### config.mk
export PLATFORM = sky130hd
export DESIGN_NAME = multi_channel_sine_pulser_flat
export DESIGN_NICKNAME = d
export VERILOG_FILES = /design/src/hw/rtl/msp_pkg.sv /design/src/hw/rtl/msp_if.sv /design/src/hw/rtl/multi_channel_sine_pulser.sv /design/src/hw/rtl/msp_cell.sv /design/src/hw/rtl/msp_sine.sv /design/src/flat_wrapper.sv
export SDC_FILE = /design/constraint.sdc
export NUM_CORES = 1
export LEC_CHECK = 0
export ABC_AREA = 1
export BUFFER_PORTS_ARGS = -buffer_cell sky130_fd_sc_hd__buf_2
export CORE_ASPECT_RATIO = 1.2
export CORE_UTILIZATION = 63
export DETAILED_ROUTE_END_ITERATION = 8
export MAX_ROUTING_LAYER = met4
export PLACE_DENSITY = 0.81
export SETUP_SLACK_MARGIN = 0.05
export SLEW_MARGIN = 20
export SYNTH_ARGS = -nofsm -noshare
export SYNTH_HDL_FRONTEND = slang
export SYNTH_HIERARCHICAL = 1
export SYNTH_SLANG_ARGS = --single-unit
### constraint.sdc
create_clock -name clk -period 4.53 [get_ports clk]
set_clock_uncertainty 0.1 [all_clocks]
set_input_delay 0.453 -clock clk [delete_from_list [all_inputs] [get_ports clk]]
set_output_delay 0.453 -clock clk [all_outputs]
set_load 0.02 [all_outputs]
### src/hw/rtl/msp_pkg.sv
// ----------------------------------------------------------------------------
// msp_pkg: shared definitions for the multi-channel sine pulser
// Sizes, operation codes, sequencer states and the quarter-wave sine table.
// ----------------------------------------------------------------------------
package msp_pkg;

    localparam int NUM_LIGHTS    = 9;
    localparam int PHASE_BITS    = 16;
    localparam int LUT_ADDR_BITS = 8;

    // Fixed field widths of the channels
    localparam int SEL_W       = 4;
    localparam int LOAD_W      = 16;
    localparam int LIGHT_NUM_W = 4;
    localparam int INTENSITY_W = 13;

    localparam int LIGHT_IDX_W = (NUM_LIGHTS > 1) ? $clog2(NUM_LIGHTS) : 1;
    localparam int LUT_DEPTH   = 1 << LUT_ADDR_BITS;
    localparam int SINE_W      = 12;
    localparam int FRAC_W      = PHASE_BITS - 2;
    localparam int ADDR_SHR    = (FRAC_W >= LUT_ADDR_BITS) ? FRAC_W - LUT_ADDR_BITS : 0;
    localparam int ADDR_SHL    = (FRAC_W >= LUT_ADDR_BITS) ? 0 : LUT_ADDR_BITS - FRAC_W;
    localparam int FRAC_EXT_W  = FRAC_W + ADDR_SHL;

    localparam logic [LIGHT_IDX_W-1:0] LAST_LIGHT = LIGHT_IDX_W'(NUM_LIGHTS - 1);
    localparam logic [INTENSITY_W-1:0] MID_LEVEL  = INTENSITY_W'(2048);

    localparam logic OP_TICK = 1'b0;
    localparam logic OP_LOAD = 1'b1;

    typedef enum logic {
        ST_IDLE,
        ST_TICK
    } seq_state_t;

    // Handoff from the sequencer to the sine output stage
    typedef struct packed {
        logic                   fire;
        logic [LIGHT_IDX_W-1:0] light;
        logic                   last;
    } sine_req_t;

    // Q30 Taylor coefficients of sin(pi/2 * x)
    localparam logic [63:0] Q30_ONE = 64'd1073741824;
    localparam logic [63:0] C1      = 64'd1686629713;
    localparam logic [63:0] C3      = 64'd693598678;
    localparam logic [63:0] C5      = 64'd85569306;
    localparam logic [63:0] C7      = 64'd5026995;
    localparam logic [63:0] C9      = 64'd172272;

    // Quarter-wave entry for address a in 0..LUT_DEPTH; elaboration time only
    function automatic logic [SINE_W-1:0] quarter_sine(int unsigned a);
        logic [63:0] x;
        logic [63:0] x2;
        logic [63:0] p;
        logic [63:0] s;
        logic [63:0] r;
        x = 64'(a) << (30 - LUT_ADDR_BITS);
        if (x > Q30_ONE)
            x = Q30_ONE;
        x2 = (x * x) >> 30;
        p  = C7 - ((x2 * C9) >> 30);
        p  = C5 - ((x2 * p) >> 30);
        p  = C3 - ((x2 * p) >> 30);
        p  = C1 - ((x2 * p) >> 30);
        s  = (x * p) >> 30;
        r  = (s * 64'd2048 + (64'd1 << 29)) >> 30;
        if (r > 64'd2048)
            r = 64'd2048;
        return SINE_W'(r);
    endfunction

    typedef logic [SINE_W-1:0] sine_lut_t [LUT_DEPTH];

    function automatic sine_lut_t build_sine_lut();
        sine_lut_t t;
        for (int a = 0; a < LUT_DEPTH; a++)
            t[a] = quarter_sine(a);
        return t;
    endfunction

    localparam sine_lut_t         SINE_LUT = build_sine_lut();
    // Entry at the quarter point itself, just past the table
    localparam logic [SINE_W-1:0] SINE_TOP = quarter_sine(LUT_DEPTH);

endpackage

### src/hw/rtl/msp_if.sv
// ----------------------------------------------------------------------------
// msp_if: channel interfaces of the multi-channel sine pulser
// Valid/ready channels for command transactions and intensity results.
// ----------------------------------------------------------------------------
interface msp_in_if;
    import msp_pkg::*;

    logic              valid;
    logic              ready;
    logic              opcode;
    logic [SEL_W-1:0]  light_select;
    logic [LOAD_W-1:0] start_phase;
    logic [LOAD_W-1:0] phase_step;

    modport source (output valid, output opcode, output light_select,
                    output start_phase, output phase_step, input ready);
    modport sink   (input valid, input opcode, input light_select,
                    input start_phase, input phase_step, output ready);
endinterface

interface msp_out_if;
    import msp_pkg::*;

    logic                   valid;
    logic                   ready;
    logic [LIGHT_NUM_W-1:0] light_number;
    logic [INTENSITY_W-1:0] intensity;
    logic                   last;

    modport source (output valid, output light_number, output intensity,
                    output last, input ready);
    modport sink   (input valid, input light_number, input intensity,
                    input last, output ready);
endinterface

### src/hw/rtl/multi_channel_sine_pulser.sv
// ----------------------------------------------------------------------------
// multi_channel_sine_pulser: bank of sine oscillators, one per light
// Phase accumulators in a ring of cells, read out through one sine table.
// ----------------------------------------------------------------------------
//  channel  | dir | fields                                          | role
//  cmd      | in  | opcode, light_select, start_phase, phase_step   | tick/load
//  result   | out | light_number, intensity, last                   | per light
//
//  A load transaction is written into its cell as it is accepted and does not
//  hold the command channel. A tick holds it from the accepting cycle through
//  the walk: one ring shift and one sine lookup per result, each waiting for a free output slot.
//  Reset clears every phase, every step and the sequencer; a stalled result
//  freezes the ring, and the next command is taken once the last result of
//  the tick sits in the output register.
// ----------------------------------------------------------------------------
module multi_channel_sine_pulser (
    input  logic      clk,
    input  logic      rst_n,
    msp_in_if.sink    cmd,
    msp_out_if.source result
);
    import msp_pkg::*;

    seq_state_t             state_reg;
    seq_state_t             state_next;
    logic [LIGHT_IDX_W-1:0] seq_reg;
    logic [LIGHT_IDX_W-1:0] seq_next;

    logic                   accept;
    logic                   free;
    logic                   shift_en;
    sine_req_t              req;
    logic [PHASE_BITS-1:0]  load_phase;
    logic [PHASE_BITS-1:0]  load_step;
    logic [PHASE_BITS-1:0]  phase_q [NUM_LIGHTS];
    logic [PHASE_BITS-1:0]  step_q  [NUM_LIGHTS];
    logic [PHASE_BITS-1:0]  wrap_phase;

    // Command side: ready only between ticks
    assign cmd.ready  = (state_reg == ST_IDLE);
    assign accept     = cmd.valid && cmd.ready;
    assign load_phase = PHASE_BITS'(cmd.start_phase);
    assign load_step  = PHASE_BITS'(cmd.phase_step);

    // Sequencer: walk the lights, one per free output slot
    always_comb
    begin
        state_next = state_reg;
        seq_next   = seq_reg;
        shift_en   = 1'b0;
        case (state_reg)
            ST_IDLE:
            begin
                if (accept && cmd.opcode == OP_TICK)
                begin
                    state_next = ST_TICK;
                    seq_next   = '0;
                end
            end
            ST_TICK:
            begin
                if (free)
                begin
                    shift_en = 1'b1;
                    if (seq_reg == LAST_LIGHT)
                    begin
                        state_next = ST_IDLE;
                        seq_next   = '0;
                    end
                    else
                    begin
                        seq_next = seq_reg + 1'b1;
                    end
                end
            end
            default:
            begin
                state_next = ST_IDLE;
                seq_next   = '0;
            end
        endcase
    end

    always_ff @(posedge clk or negedge rst_n)
    begin
        if (!rst_n)
        begin
            state_reg <= ST_IDLE;
            seq_reg   <= '0;
        end
        else
        begin
            state_reg <= state_next;
            seq_reg   <= seq_next;
        end
    end

    // Head cell feeds the sine stage; its advanced phase re-enters at the tail
    assign wrap_phase = phase_q[0] + step_q[0];

    genvar i;
    generate
        for (i = 0; i < NUM_LIGHTS; i++)
        begin : g_cell
            logic                  load_en;
            logic [PHASE_BITS-1:0] in_phase;
            logic [PHASE_BITS-1:0] in_step;

            assign load_en = accept && (cmd.opcode == OP_LOAD)
                             && (32'(cmd.light_select) == 32'(i));

            if (i == NUM_LIGHTS - 1)
            begin : g_tail
                assign in_phase = wrap_phase;
                assign in_step  = step_q[0];
            end
            else
            begin : g_body
                assign in_phase = phase_q[i+1];
                assign in_step  = step_q[i+1];
            end

            msp_cell u_cell (
                .clk         (clk),
                .rst_n       (rst_n),
                .load_en     (load_en),
                .load_phase  (load_phase),
                .load_step   (load_step),
                .shift_en    (shift_en),
                .shift_phase (in_phase),
                .shift_step  (in_step),
                .phase       (phase_q[i]),
                .step        (step_q[i])
            );
        end
    endgenerate

    // Hand the head light to the output stage on every shift
    assign req.fire  = shift_en;
    assign req.light = seq_reg;
    assign req.last  = (seq_reg == LAST_LIGHT);

    msp_sine u_sine (
        .clk    (clk),
        .rst_n  (rst_n),
        .req    (req),
        .phase  (phase_q[0]),
        .free   (free),
        .result (result)
    );

    // The ring moves only while a tick is in progress
    a_shift_in_tick: assert property (@(posedge clk) disable iff (!rst_n)
        (state_reg == ST_IDLE) |-> !shift_en)
        else $error("ring shifted outside a tick");

    // A new result never overwrites one still waiting
    a_no_overwrite: assert property (@(posedge clk) disable iff (!rst_n)
        req.fire |-> (!result.valid || result.ready))
        else $error("result register overwritten");

    // The final result of a tick carries the highest light number
    a_last_light: assert property (@(posedge clk) disable iff (!rst_n)
        (result.valid && result.last) |->
        (result.light_number == LIGHT_NUM_W'(LAST_LIGHT)))
        else $error("last flag on wrong light");

    // An accepted tick starts the walk in the next cycle
    a_tick_start: assert property (@(posedge clk) disable iff (!rst_n)
        (accept && cmd.opcode == OP_TICK) |=> (state_reg == ST_TICK && seq_reg == '0))
        else $error("tick did not start");

endmodule

### src/hw/rtl/msp_cell.sv
// ----------------------------------------------------------------------------
// msp_cell: one light's phase accumulator cell
// Holds phase and step; loads directly or takes its neighbor's pair on shift.
// ----------------------------------------------------------------------------
module msp_cell (
    input  logic                              clk,
    input  logic                              rst_n,
    input  logic                              load_en,
    input  logic [msp_pkg::PHASE_BITS-1:0]    load_phase,
    input  logic [msp_pkg::PHASE_BITS-1:0]    load_step,
    input  logic                              shift_en,
    input  logic [msp_pkg::PHASE_BITS-1:0]    shift_phase,
    input  logic [msp_pkg::PHASE_BITS-1:0]    shift_step,
    output logic [msp_pkg::PHASE_BITS-1:0]    phase,
    output logic [msp_pkg::PHASE_BITS-1:0]    step
);
    import msp_pkg::*;

    logic [PHASE_BITS-1:0] phase_reg;
    logic [PHASE_BITS-1:0] phase_next;
    logic [PHASE_BITS-1:0] step_reg;
    logic [PHASE_BITS-1:0] step_next;

    always_comb
    begin
        phase_next = phase_reg;
        step_next  = step_reg;
        if (shift_en)
        begin
            phase_next = shift_phase;
            step_next  = shift_step;
        end
        else if (load_en)
        begin
            phase_next = load_phase;
            step_next  = load_step;
        end
    end

    always_ff @(posedge clk or negedge rst_n)
    begin
        if (!rst_n)
        begin
            phase_reg <= '0;
            step_reg  <= '0;
        end
        else
        begin
            phase_reg <= phase_next;
            step_reg  <= step_next;
        end
    end

    assign phase = phase_reg;
    assign step  = step_reg;

endmodule

### src/hw/rtl/msp_sine.sv
// ----------------------------------------------------------------------------
// msp_sine: sine lookup and result register
// Maps a phase to an intensity through the quarter-wave table and holds it.
// ----------------------------------------------------------------------------
module msp_sine (
    input  logic                           clk,
    input  logic                           rst_n,
    input  msp_pkg::sine_req_t             req,
    input  logic [msp_pkg::PHASE_BITS-1:0] phase,
    output logic                           free,
    msp_out_if.source                      result
);
    import msp_pkg::*;

    logic [1:0]               quad;
    logic [FRAC_W-1:0]        frac;
    logic [LUT_ADDR_BITS-1:0] addr;
    logic [LUT_ADDR_BITS:0]   mirror;
    logic [SINE_W-1:0]        level;
    logic [INTENSITY_W-1:0]   intensity_calc;

    logic                   valid_reg;
    logic                   valid_next;
    logic [LIGHT_NUM_W-1:0] light_reg;
    logic [INTENSITY_W-1:0] intensity_reg;
    logic                   last_reg;

    always_comb
    begin
        quad = phase[PHASE_BITS-1 -: 2];
        frac = phase[FRAC_W-1:0];
        addr = LUT_ADDR_BITS'((FRAC_EXT_W'(frac) << ADDR_SHL) >> ADDR_SHR);
        // Mirror the address in the odd quadrants
        if (quad[0])
            mirror = (LUT_ADDR_BITS+1)'(LUT_DEPTH) - {1'b0, addr};
        else
            mirror = {1'b0, addr};
        if (mirror[LUT_ADDR_BITS])
            level = SINE_TOP;
        else
            level = SINE_LUT[mirror[LUT_ADDR_BITS-1:0]];
        if (quad[1])
            intensity_calc = MID_LEVEL - INTENSITY_W'(level);
        else
            intensity_calc = MID_LEVEL + INTENSITY_W'(level);
    end

    assign free = !valid_reg || result.ready;

    always_comb
    begin
        valid_next = valid_reg;
        if (req.fire)
            valid_next = 1'b1;
        else if (result.ready)
            valid_next = 1'b0;
    end

    always_ff @(posedge clk or negedge rst_n)
    begin
        if (!rst_n)
            valid_reg <= 1'b0;
        else
            valid_reg <= valid_next;
    end

    always_ff @(posedge clk)
    begin
        if (req.fire)
        begin
            light_reg     <= LIGHT_NUM_W'(req.light);
            intensity_reg <= intensity_calc;
            last_reg      <= req.last;
        end
    end

    assign result.valid        = valid_reg;
    assign result.light_number = light_reg;
    assign result.intensity    = intensity_reg;
    assign result.last         = last_reg;

endmodule

### src/flat_wrapper.sv
// flat-port wrapper written by rule: the top's interface ports become plain ports
module multi_channel_sine_pulser_flat import msp_pkg::*;
  (clk, rst_n, cmd_valid, cmd_opcode, cmd_light_select, cmd_start_phase, cmd_phase_step, cmd_ready, result_valid, result_light_number, result_intensity, result_last, result_ready);
  msp_in_if cmd_i ();
  msp_out_if result_i ();
  input  logic clk;
  input  logic rst_n;
  input wire logic [$bits(cmd_i.valid)-1:0] cmd_valid;
  input wire logic [$bits(cmd_i.opcode)-1:0] cmd_opcode;
  input wire logic [$bits(cmd_i.light_select)-1:0] cmd_light_select;
  input wire logic [$bits(cmd_i.start_phase)-1:0] cmd_start_phase;
  input wire logic [$bits(cmd_i.phase_step)-1:0] cmd_phase_step;
  output wire logic [$bits(cmd_i.ready)-1:0] cmd_ready;
  output wire logic [$bits(result_i.valid)-1:0] result_valid;
  output wire logic [$bits(result_i.light_number)-1:0] result_light_number;
  output wire logic [$bits(result_i.intensity)-1:0] result_intensity;
  output wire logic [$bits(result_i.last)-1:0] result_last;
  input wire logic [$bits(result_i.ready)-1:0] result_ready;
  assign cmd_i.valid = cmd_valid;
  assign cmd_i.opcode = cmd_opcode;
  assign cmd_i.light_select = cmd_light_select;
  assign cmd_i.start_phase = cmd_start_phase;
  assign cmd_i.phase_step = cmd_phase_step;
  assign cmd_ready = cmd_i.ready;
  assign result_valid = result_i.valid;
  assign result_light_number = result_i.light_number;
  assign result_intensity = result_i.intensity;
  assign result_last = result_i.last;
  assign result_i.ready = result_ready;
  multi_channel_sine_pulser u_core (.clk(clk), .rst_n(rst_n), .cmd(cmd_i), .result(result_i));
endmodule
==> impl_metrics.toml, run 1 <==
[run_status]
status = "finished clean"

[finish]
finalInstanceArea_um2 = 19500
ff_latch_area_um2 = 7900
nets = 2571
drive_above_1_share = 0.0853
nFillCells = 2481
final_util = 0.675
fin_cells = 2909
multi_input_area_um2 = 9060
area_growth_pct = 4.61

[die]
pin_count = 61
fp-row-count = 68
die_h_um = 191
die_area_um2 = 30300
die_w_um = 159
core_area_um2 = 28900
start_util = 0.645

[worst_setup_path]
rr_endpoint = "u_core/u_sine/result.intensity[11]"
regToRegStartpoint = "u_core/g_cell[0].u_cell/phase[6]"
path_depth = 19
cp-end-kind = "register"
reg2regPathDepth = 19
cp_cell_sequence = "inv_1, ha_1, inv_1, nand2_1, nand2_2, ha_1, inv_1, nand2_2, nand3_1, o21ai_1, nor2_1, nor2_1, nor2_1, nand3_1, nand2_1, nor2_2, nand3_1, nand3_1, nand2_1"
crit_path_top_delay_cell = "dfrtp_1"
rrSetupSlack_ns = 0.68
critical_path.top_delay_family = "simple AND/OR/NAND/NOR gates"
cp-start-kind = "register"
endpoint = "u_core/u_sine/result.intensity[11]"
path_class = "register to register"
worstPathMaxFanout = 10
cp_common_cell = "nand3_1"
cp-startpoint = "u_core/g_cell[0].u_cell/phase[6]"
worstPathArrival_ns = 4.09
slowest_delay_ns = 0.37
crit_buf_inv = 3
crit_required_ns = 4.76

[sta]
hold_violations = 0
rsz0062_at_grt = "no"
fmax_ghz = 0.259
maxSlewHeadroom = 0.340
period_share = 0.851
timing.hold.ws_ns = 0.0546
slew_violations = 0
setup-violations-final = 0
worst_slew_pin_slew_ns = 0.990
finalWorstPathRequiredPeriod_ns = 3.85
fin_setup_tns_ns = 0
layout_setup_ws_ns = 0.676

[clocking]
clock_latency_ns = 0.58
cts_tree = "yes"
cts_root_buf = "clkbuf_16"
clkSlewWorstSetupHoldPaths_ns = 0.06
cts_max_level = 1
cts_sinks = 312
cts_max_path_buffers = 3
numCtsBuffers = 31
ctsResizeCount = 0

[synth]
ys_top_cells_by_count = "969 x nand2_1, 719 x nand3_1, 294 x dfrtp_1"
synth_top_area_cell = "dfrtp_1"
synth_cells = 2526
syn_area_per_cell_um2 = 7.39
yosysTopAreaCellShare = 0.394
synth_seq_cells = 312
netlist_area_um2 = 18700
synth_area_leaders = "dfrtp_1 39%, nand2_1 19%, nand3_1 19%, buf_6 4.1%, edfxtp_1 2.9%"
yosysWarnings = 6
yosysMostFrequentCell = "nand2_1"
yosysSeqAreaShare = 0.423
synthesis.nets = 2599
synth_edf_count = 18
synthArstFlopShare = 0.942
ys.flop_type = "dfrtp_1"
ys_types = 38

[placement]
io_buffer_count = 60
dp_hpwl_um = 37500
gp_congestion = 1.03
placed_cell_area_um2 = 18500
place_inst = 2849
place_ws_ns = 0.707

[drt]
drtIter0Drc = 2104
routed_wl_um = 60100
drc = 0
drtPass1Iterations = 6
via_count = 18234
viasPerCell = 6.27
routedWlPerCell_um = 20.7
detail-route-antenna-nets = 0

[power]
power_leakage_nw = 10.0
p_total_mw = 14.7
vdd_drop_max_mv = 0.642
power.density_nw_per_um2 = 755

[global_route]
track_usage = 0.413
grt_pass1_vias = 17687
overflow = 0
grt_antenna_before_repair = 2
grt_pass1_wl_um = 95100
grt_max_degree = 131

[job]
maxCapViolCount = 0

[min_path]
min_path_type = "input port to register"
## where the power goes
group / internal [mW] / total, mW / leakage, nW / switching [mW]
Clock: 1.49 / 2.58 / 0.493 / 1.09
Combinational: 2.16 / 7.92 / 5.31 / 5.76
Sequential: 3.72 / 4.24 / 4.23 / 0.521
Total: 7.36 / 14.7 / 10.0 / 7.37
## per-layer routing
layer	part of all wire	up-vias	global-route usage
met5	0	-	-
met4	0.067	0	0.263
met3	0.091	273	0.0524
met2	0.47	1098	0.655
met1	0.37	8636	0.503
li1	-	8227	-
## cells in the final DEF, fill, tap and decap left out, types with 5 or more instances in the layout
cell,netlist,final
buf_2,37,59
ha_1,31,31
nor2_2,8,10
nor2_8,9,9
nand3b_1,5,5
a21oi_1,19,19
edfxtp_1,18,18
inv_2,19,19
nand3_1,719,719
dfrtp_1,294,294
clkbuf_16,0,31
xor2_1,10,10
o21ai_0,24,24
buf_4,44,27
nand2_2,19,19
clkbuf_1,2,10
nand2_1,969,969
nand4_1,8,8
nor2_1,68,66
clkbuf_8,0,7
o211ai_1,5,5
inv_1,100,99
o21ai_1,12,12
nor4_2,0,6
## cell families after synthesis
group	Yosys count	synth area share
AOI/OAI and AO/OA	62	0.0176
xor gates and xnor gates	13	0.00610
adders and majority gates	32	0.0219
buffers and inverters	272	0.0934
DFF	312	0.423
and+or+nand+nor	1835	0.438
## timing repair
item	CTS	global route
hold buffers	1	0
hold endpoints to repair	128	0
endpoints found under the setup margin	0	0
setup buffers	0	0
## area by class of cell
class                           instances  area share
Multi-Input combinational cell       1942       0.464
Inverter                              119      0.0233
Timing Repair Buffer                   92      0.0309
Sequential cell                       312       0.405
Antenna cell                            3    0.000385
Clock inverter                          8     0.00513
Tap cell                              385      0.0247
Clock buffer                           48      0.0466
## worst min path at each step
stage	start	endpoint	slack [ns]	cells past startpoint
final	result_ready	u_core/u_sine/result.valid	0.05	4
after global routing	result_ready	u_core/u_sine/result.valid	0.09	4
after CTS	result_ready	u_core/u_sine/result.valid	0.04	4
after detailed placement	u_core/g_cell[4].u_cell/phase[8]	u_core/g_cell[4].u_cell/phase[8]	0.37	2
after global placement	u_core/g_cell[4].u_cell/phase[2]	u_core/g_cell[4].u_cell/phase[2]	0.36	2
after floorplan	rst_n	u_core/g_cell[0].u_cell/phase[0]	0.06	0
## worst min-delay path, cell delays in order
cell and delay (ns):
buf_2 0.07, inv_1 0.03, nand2_1 0.08, nand2_1 0.06
No activity file was read; power rests on OpenSTA's default activity.
==> run 2, diff against run 1 <==
--- a/config.mk
+++ b/config.mk
@@ -10,7 +10,6 @@
 export CORE_ASPECT_RATIO = 1.2
 export CORE_UTILIZATION = 63
 export DETAILED_ROUTE_END_ITERATION = 8
-export MAX_ROUTING_LAYER = met4
 export PLACE_DENSITY = 0.81
 export SETUP_SLACK_MARGIN = 0.05
 export SLEW_MARGIN = 20
==> run 2 against run 1 <==
Compared with the run above:
- fmax fell by 0.72%
- count of clock-buffer cells in the layout fell by 8
- sequential power about the same
- sequential share of layout area is 0.073 points lower
- die area did not move
- critical endpoint is now u_core/u_sine/result.intensity[10]
- flip-flop and latch count is the same
- via count shrank 0.42%
==> impl_metrics.toml, run 2 (same netlist as run 1, synthesis figures left out) <==
[run_status]
status = "finished clean"

[die]
die_area_um2 = 30300
start_util = 0.645
core_area_um2 = 28900
die_w_um = 159
pin_count = 61
die_h_um = 191
fp-row-count = 68

[clocking]
cts_tree = "yes"
clkSlewWorstSetupHoldPaths_ns = 0.06
cts_sinks = 312
ctsResizeCount = 0
post_cts_buffers = 0
clock_latency_ns = 0.60
cts_max_level = 1
numCtsBuffers = 30
cts_max_path_buffers = 3
cts_root_buf = "clkbuf_16"

[worst_setup_path]
path_depth = 22
critical_path.top_delay_family = "simple AND/OR/NAND/NOR gates"
crit_required_ns = 4.78
cp-end-kind = "register"
crit_path_top_delay_cell = "dfrtp_1"
worstPathArrival_ns = 4.13
cp_common_cell = "nand2_1"
reg2regPathDepth = 22
cp-start-kind = "register"
path_class = "register to register"
slowest_delay_ns = 0.69
worstPathMaxFanout = 16
cp_cell_sequence = "inv_1, nand2_1, nand2_2, inv_1, ha_1, inv_1, nand3_1, nand2_1, nand2_1, nand2_1, nor2_1, nor2_1, nand3_1, nand2_1, nor2_1, nand2_1, nand2_1, inv_1, nand2_1, nand2_1, nand3b_1, nand2_1"
crit_buf_inv = 4

[power]
vdd_drop_max_mv = 0.491
power.density_nw_per_um2 = 754
p_total_mw = 14.7
power_leakage_nw = 10.1

[sta]
finalWorstPathRequiredPeriod_ns = 3.88
setup-violations-final = 0
hold_violations = 0
maxSlewHeadroom = 0.249
period_share = 0.857
worst_slew_pin_slew_ns = 1.12
fin_setup_tns_ns = 0
slew_violations = 0
fmax_ghz = 0.258
rsz0062_at_grt = "no"

[global_route]
overflow = 0
grt_pass1_vias = 17408
track_usage = 0.395
grt_max_degree = 126
grt_antenna_before_repair = 4
grt_pass1_wl_um = 94300

[drt]
detail-route-antenna-nets = 0
viasPerCell = 6.24
drc = 0
drtPass1Iterations = 7
drtIter0Drc = 2126
via_count = 18157
routed_wl_um = 59800
routedWlPerCell_um = 20.5

[placement]
dp_hpwl_um = 37300
io_buffer_count = 60
gp_congestion = 1.01

[finish]
most-common-layout-cells = "969 x nand2_1, 719 x nand3_1, 294 x dfrtp_1"
area_growth_pct = 4.80
drive_above_1_share = 0.0881
ff_latch_area_um2 = 7900
nets = 2571
final_common_cell = "nand2_1"
multi_input_area_um2 = 9060
nFillCells = 2435

[job]
maxCapViolCount = 0

[min_path]
min_path_type = "input port to register"
worstHoldPathCells = 4
[run 2: cell count changes in the layout (fill, tap and decap cells not counted), sizes merged]
cell,before,now
clkinvlp,1,0
clkinv,4,11
diode,3,2
buf,91,92
bufinv,2,3
clkbuf,48,40
[run 2: area by class of cell]
type / instances / area share
flip-flops and latches: 312 / 0.404
multi-input cells: 1942 / 0.464
diodes: 2 / 0.000256
inverters: 119 / 0.0232
well taps: 385 / 0.0246
clock inverters: 15 / 0.00934
repair buffers: 93 / 0.0306
clock buffers: 40 / 0.0445
[run 2: through the flow]
stage | instances | hold slack, ns | cell area (um2) | setup slack, ns | utilization
6_report | 2908 | 0.0420 | 19600 | 0.648 | 0.676
5_1_grt | 2908 | 0.0608 | 19600 | 0.249 | 0.676
4_1_cts | 2906 | 0.0296 | 19500 | 0.727 | 0.676
3_5_place_dp | 2850 | 0.369 | 18500 | 0.695 | 0.639
3_3_place_gp | 2850 | 0.364 | 18500 | 0.762 | 0.639
2_1_floorplan | 2526 | 0.0574 | 18700 | 1.14 | -
[run 2: timing repair]
item                                   in CTS  in global routing
endpoints found under the hold margin     104                  0
setup endpoints to repair                   0                  0
hold buffers                                1                  0
[run 2: per-layer routing]
layer	GRT usage	vias up	part of all wire	wire [um]
met5	0	-	0.00044	26
met2	0.651	1103	0.47	28100
met3	0.0565	247	0.095	5650
met4	0.246	4	0.063	3750
li1	-	8222	-	-
met1	0.495	8581	0.37	22300
[run 2: worst paths after layout]
kind / start / endpoint / slack (ns)
min in group asynchronous: rst_n / u_core/g_cell[4].u_cell/phase[3] / 0.43
max: u_core/g_cell[0].u_cell/phase[14] / u_core/u_sine/result.intensity[10] / 0.65
max in group asynchronous: rst_n / u_core/g_cell[5].u_cell/step[0] / 2.86
min reg2reg: u_core/g_cell[3].u_cell/step[15] / u_core/g_cell[2].u_cell/step[15] / 0.37
min: result_ready / u_core/u_sine/result.valid / 0.04
max reg2reg: u_core/g_cell[0].u_cell/phase[14] / u_core/u_sine/result.intensity[10] / 0.65
[run 2: worst register-to-register path, stage by stage, from the launching register on]
cell and delay, ns:
dfrtp_1 0.69, inv_1 0.16, nand2_1 0.12, nand2_2 0.16, inv_1 0.33, ha_1 0.28, inv_1 0.07, nand3_1 0.18
nand2_1 0.08, nand2_1 0.06, nand2_1 0.05, nor2_1 0.09, nor2_1 0.05, nand3_1 0.09, nand2_1 0.05, nor2_1 0.33
nand2_1 0.25, nand2_1 0.16, inv_1 0.05, nand2_1 0.08, nand2_1 0.08, nand3b_1 0.13, nand2_1 0.05
[run 2: power by group]
part / leakage [nW] / internal [mW] / switching [mW]
sequential: 4.23 / 3.72 / 0.525
clock: 0.526 / 1.53 / 1.13
combinational: 5.31 / 2.14 / 5.70
